==> src/sh2_arith_execute_unit_macros.svh <==
// Assertion macros used by the execute unit back end RTL.
`ifndef SH2_ARITH_EXECUTE_UNIT_MACROS_SVH
`define SH2_ARITH_EXECUTE_UNIT_MACROS_SVH
`ifndef NO_ASSERTIONS
`define SH2AE_ASSERT(lbl, clk, rst_n, prop) \
  lbl: assert property (@(posedge clk) disable iff (!rst_n) prop) \
    else $error("sh2ae assertion failed");
`define SH2AE_ASSERT_NEXT(lbl, clk, rst_n, ante, cons) \
  lbl: assert property (@(posedge clk) disable iff (!rst_n) (ante) |=> (cons)) \
    else $error("sh2ae assertion failed");
`else
`define SH2AE_ASSERT(lbl, clk, rst_n, prop)
`define SH2AE_ASSERT_NEXT(lbl, clk, rst_n, ante, cons)
`endif
`endif

==> src/sh2ae_pkg.sv <==
// Package: command codes and queue item type of the SH-2 execute unit.
`default_nettype none
package sh2ae_pkg;

  localparam int unsigned QueueDepth = 2;

  typedef enum logic [5:0] {
    CMD_MOVT    = 6'd0,  CMD_ADD     = 6'd1,  CMD_ADDI    = 6'd2,  CMD_ADDC    = 6'd3,
    CMD_ADDV    = 6'd4,  CMD_CMPEQI  = 6'd5,  CMD_CMPEQ   = 6'd6,  CMD_CMPHS   = 6'd7,
    CMD_CMPGE   = 6'd8,  CMD_CMPHI   = 6'd9,  CMD_CMPGT   = 6'd10, CMD_CMPPL   = 6'd11,
    CMD_CMPPZ   = 6'd12, CMD_CMPSTR  = 6'd13, CMD_DIV1    = 6'd14, CMD_DIV0S   = 6'd15,
    CMD_DIV0U   = 6'd16, CMD_DMULS   = 6'd17, CMD_DMULU   = 6'd18, CMD_DT      = 6'd19,
    CMD_EXTSB   = 6'd20, CMD_EXTSW   = 6'd21, CMD_EXTUB   = 6'd22, CMD_EXTUW   = 6'd23,
    CMD_MACL    = 6'd24, CMD_MACW    = 6'd25, CMD_MULL    = 6'd26, CMD_MULSW   = 6'd27,
    CMD_MULUW   = 6'd28, CMD_NEG     = 6'd29, CMD_NEGC    = 6'd30, CMD_SUB     = 6'd31,
    CMD_SUBC    = 6'd32, CMD_SUBV    = 6'd33, CMD_TAS     = 6'd34, CMD_XTRCT   = 6'd35
  } cmd_e;

  typedef struct packed {
    logic [5:0]  cmd;
    logic [3:0]  rn;
    logic [3:0]  rm;
    logic [31:0] imm;
    logic [31:0] mem_n;
    logic [31:0] mem_m;
  } item_t;

endpackage
`default_nettype wire

==> src/sh2ae_queue.sv <==
// Short queue between the front end and the execute back end.
`default_nettype none
module sh2ae_queue #(
  parameter int unsigned Depth = sh2ae_pkg::QueueDepth
) (
  input  wire logic             clk_i,
  input  wire logic             rst_ni,
  input  wire logic             push_i,
  input  sh2ae_pkg::item_t      item_i,
  output logic                  full_o,
  output logic                  valid_o,
  input  wire logic             pop_i,
  output sh2ae_pkg::item_t      item_o
);
  localparam int unsigned PtrW = (Depth > 1) ? $clog2(Depth) : 1;

  sh2ae_pkg::item_t       mem_q [Depth];
  logic [PtrW-1:0]        wr_ptr_q, rd_ptr_q;
  logic [$clog2(Depth+1)-1:0] count_q;

  assign full_o  = (count_q == ($clog2(Depth+1))'(Depth));
  assign valid_o = (count_q != '0);
  assign item_o  = mem_q[rd_ptr_q];

  function automatic logic [PtrW-1:0] bump(input logic [PtrW-1:0] p);
    bump = (p == PtrW'(Depth - 1)) ? '0 : p + 1'b1;
  endfunction

  always_ff @(posedge clk_i) begin
    if (push_i) begin
      mem_q[wr_ptr_q] <= item_i;
    end
  end

  always_ff @(posedge clk_i or negedge rst_ni) begin
    if (!rst_ni) begin
      wr_ptr_q <= '0;
      rd_ptr_q <= '0;
      count_q  <= '0;
    end else begin
      if (push_i) wr_ptr_q <= bump(wr_ptr_q);
      if (pop_i)  rd_ptr_q <= bump(rd_ptr_q);
      if (push_i && !pop_i)      count_q <= count_q + 1'b1;
      else if (pop_i && !push_i) count_q <= count_q - 1'b1;
    end
  end
endmodule
`default_nettype wire

==> config.mk <==
export PLATFORM = sky130hd
export DESIGN_NAME = sh2ae_queue
export DESIGN_NICKNAME = d
export VERILOG_FILES = /design/src/sh2_arith_execute_unit_macros.svh /design/src/sh2ae_pkg.sv /design/src/sh2ae_queue.sv
export SDC_FILE = /design/constraint.sdc
export NUM_CORES = 1
export LEC_CHECK = 0
export ABC_AREA = 1
export BUFFER_PORTS_ARGS = -buffer_cell sky130_fd_sc_hd__buf_2
export CAP_MARGIN = 15
export CORE_ASPECT_RATIO = 2
export CORE_MARGIN = 2
export CORE_UTILIZATION = 56
export DETAILED_ROUTE_END_ITERATION = 6
export PLACE_DENSITY = 0.93
export SYNTH_ARGS = -nofsm -noshare
export SYNTH_HDL_FRONTEND = slang
export SYNTH_SLANG_ARGS = --single-unit
==> constraint.sdc <==
create_clock -name clk_i -period 11.76 [get_ports clk_i]
set_clock_uncertainty 0.15 [all_clocks]
set_input_delay 3.528 -clock clk_i [delete_from_list [all_inputs] [get_ports clk_i]]
set_output_delay 3.528 -clock clk_i [all_outputs]
set_load 0.02 [all_outputs]
# Yosys cells after proc, flatten, opt, wreduce, memory -nomap -nowiden
# Memory sizes are Yosys's and may differ from the RTL's.
# Index checks and enable logic that the tools add are counted.
[word_totals]
ff_bits = 4
mem_bits_rw = 220
out_inout_bits = 112
n_memories = 1
[mem_list]
columns = ["memory", "depth", "width", "rd", "rd_clocked_by_memory_dff", "write_ports", "line_no", "source"]
rows = [
  ["mem_q", 2, 110, 1, 0, 1, "sh2ae_queue.sv:17", "sh2ae_pkg::item_t mem_q [Depth];"],
]
[classes]
add_sub_neg = 4
n_eq_ne = 1
muxes = 6
n_reduce_logical = 6
[ops]
columns = ["cell", "count"]
rows = [
  ["two-way mux 1 bit", 4],
  ["two-way mux 2 bit", 2],
  ["nonzero test 2 bit", 2],
  ["adder 1 bit, second input constant", 2],
  ["adder 2 x 1 -> 2 bit, second input constant", 1],
  ["equality test 2 bit, second input constant", 1],
  ["logical AND 1 bit", 2],
  ["zero test 1 bit", 2],
  ["subtractor 2 x 1 -> 2 bit, second input constant", 1],
]

# Longest topological paths before layout
[depth]
ltp_word = 4
ltp_mapped = 7
depth_no_buf = 7

# Least setup slack after synthesis
# Ideal clock, no wire load.
[synth_path]
path_kind = "in2reg"
start = "input port push_i"
end = "memory mem_q[0][0] (netlist bit) (enable)"
arrival_ns = 8.171
required_time_ns = 11.027
path_slack_ns = 2.856
cell_stages = 2
path_buffers = 0
cell_sequence = "inv_1 nor2_1"
[synth_via]
elab_chain_cells = 2
[synth_lines]
columns = ["element", "line_no", "source"]
rows = [
  ["start, declared", "sh2ae_queue.sv:8", "input wire logic push_i,"],
  ["two-way mux 1 bit", "sh2ae_queue.sv:30", "if (push_i) begin"],
  ["two-way mux 1 bit (not written as such)", "sh2ae_queue.sv:31", "mem_q[wr_ptr_q] <= item_i;"],
  ["end, declared", "sh2ae_queue.sv:17", ""],
]
# No other way between the ends.

==> qor.csv <==
metric;value;unit
grt_remaining_overflow;0;
met2_usage;37.6;%
clockBufferDepth;3;
synth_cells;367;
cts_setup_buffers;0;
fin_nets;719;
path_buf_inv;2;
ant_nets;0;
io_buffers;225;
chipHeight;175;um
cts.sinks;224;
grt_antenna_before_repair;8;
slew_viol_final;0;
layout-drive-gt1-share;59.3;%
drt_iter0_drc;195;
synthTopCellsByArea;edfxtp_1 81%, mux2_2 15%, buf_6 1.4%;
path_clk_slew;0.06;ns
synth_seq_cells;224;
grt_start_max_net_pins;64;
cts_tree;done;
hp-class;reg2reg;
wl;15.6;mm
gp_congestion;0.777;
syn_nets;482;
hold_viol;0;
post_cts_resize_count;0;
hpwl;10.9;mm
met1_usage;19.1;%
outcome;finished, final reports clean;
syn-mean-instance-area;22.3;sq um
yosys.area.top_type;edfxtp_1;
fmax;0.156;GHz
syn_area;8170;sq um
rows;62;
synth_top_area_share;80.8;%
setup_viol;0;
arrival;2.74;ns
core;14400;sq um
ir_worst_vdd;0.225;mV
use_met3;3.97;%
routed_via_density;5.16;
ys_seq_area_share;82.0;%
die_w;89.4;um
cp_cell_sequence;buf_4 -> mux2_2 -> buf_2;
power.total;2.47;mW
wl_per_cell;19.1;um
start_util;57.0;%
hold_buffers;0;
period_share;54.6;%
numCtsBuffers;18;
start_kind;flop;
ys_types;13;
crit_family;flip-flops;
grt_pass1_wl;23.0;mm
grt_busiest_layer;met2;
worstSetupPathType;reg2out;
dieArea;15600;sq um
rsz0062_at_grt;false;
critPathSlowestCell;dfrtp_4;
htree_levels;1;
critical_path.endpoint_type;primary output;
grtUsageTotal;19.9;%
drtPass1Iterations;4;
syn2layout_area_growth;22.8;%
tns;0;ns
cp_data_required_time;8.08;ns
grt_pass1_vias;4578;
powerDensity;246;nW/um^2
slowest_delay;0.87;ns
synth_warnings;0;
leakage;3.80;nW
relSlewSlack;44.3;%
cts-root-buf;clkbuf_16;
min_period;6.42;ns
remaining_drc_errors;0;
insertion_delay;0.47;ns
worst_slew_pin_slew;0.835;ns
ios;226;
crit_fanout;59;
vias;4200;
drv_cap;0;
[cell type report]
type,instances,area [sq um]
fill,885,4310
timing repair buffer,229,1160
clock inverter,7,55.1
inverter,7,28.8
multi-input combinational,124,1330
antenna,6,15.0
sequential,224,6710
clock buffer,25,508
tap,192,240
[report_power, final]
group          total (mW)  leakage, nW  internal, mW  switching [mW]
clock network       0.566        0.275         0.324           0.243
logic               0.770         1.41         0.303           0.467
registers            1.13         2.11          1.06          0.0725
[state kept, by name (all words and copies together) (netlist names)]
register  cells
mem_q       220
wr_ptr_q      1
count_q       2
rd_ptr_q      1
[layout by cell type, fill, tap and decap left out, drive strengths merged]
| cell | count |
|---|---|
| inv | 7 |
| nand4 | 1 |
| buf | 229 |
| mux2 | 110 |
| dfrtp | 4 |
| clkbuf | 25 |
| nor2 | 2 |
| diode | 6 |
| ha | 1 |
| nand3 | 1 |
| edfxtp | 220 |
| bufinv | 1 |
| nand2 | 6 |
| clkinv | 6 |
| xor2 | 2 |
| xnor2 | 1 |
[tightest hold or removal path, stage by stage, from the launching register on]
cell and delay [ns]:
dfrtp_1 0.34, nand2_1 0.05, nand2_1 0.05
[per-stage QoR]
stage	hold slack (ns)	instance area, sq um	std cells	setup slack [ns]	utilization, %
final	0.321	10000	814	5.34	70.0
after detailed placement	0.309	9460	776	5.83	65.9
after global placement	0.304	9460	776	5.90	65.9
after global routing	0.349	10000	812	5.23	69.9
after CTS	0.325	10000	808	5.33	69.9
after floorplan	0.292	8170	367	2.86	-
[cells by family (layout without fill, tap and decap cells)]
logic type | count (synthesis) | count (layout) | share of synthesized area, %
and+or+nand+nor | 10 | 10 | 0.505
xor gates and xnor gates | 3 | 3 | 0.322
DFF | 224 | 224 | 82.0
muxes | 110 | 110 | 15.2
other | 0 | 6 | 0
buffers and inverters | 19 | 268 | 1.82
adders and majority gates | 1 | 1 | 0.153
[cells in the mapped netlist (all sizes together)]
cell / count
nor2: 2
nand3: 1
xor2: 2
mux2: 110
edfxtp: 220
nand4: 1
nand2: 6
dfrtp: 4
ha: 1
buf: 12
inv: 7
xnor2: 1
[path summary, 6_finish.rpt]
kind,start,endpoint,slack [ns],cells after the start
worst min register to register,count_q[1],count_q[1],0.32,2
min in group asynchronous,rst_ni,count_q[0],2.70,1
worst max register to register,wr_ptr_q,mem_q[0][34],9.33,3
max in group asynchronous,rst_ni,rd_ptr_q,8.62,1
worst min-delay path,count_q[1],count_q[1],0.32,2
worst max-delay path,rd_ptr_q,item_o[88],5.34,3
[layer usage]
layer	part of all wire [%]	wire length, um
met5	0.19	30
met4	4.7	736
met3	5.3	819
met2	58	8990
met1	32	4990
Note: power is estimated with default switching activity, not from simulation.
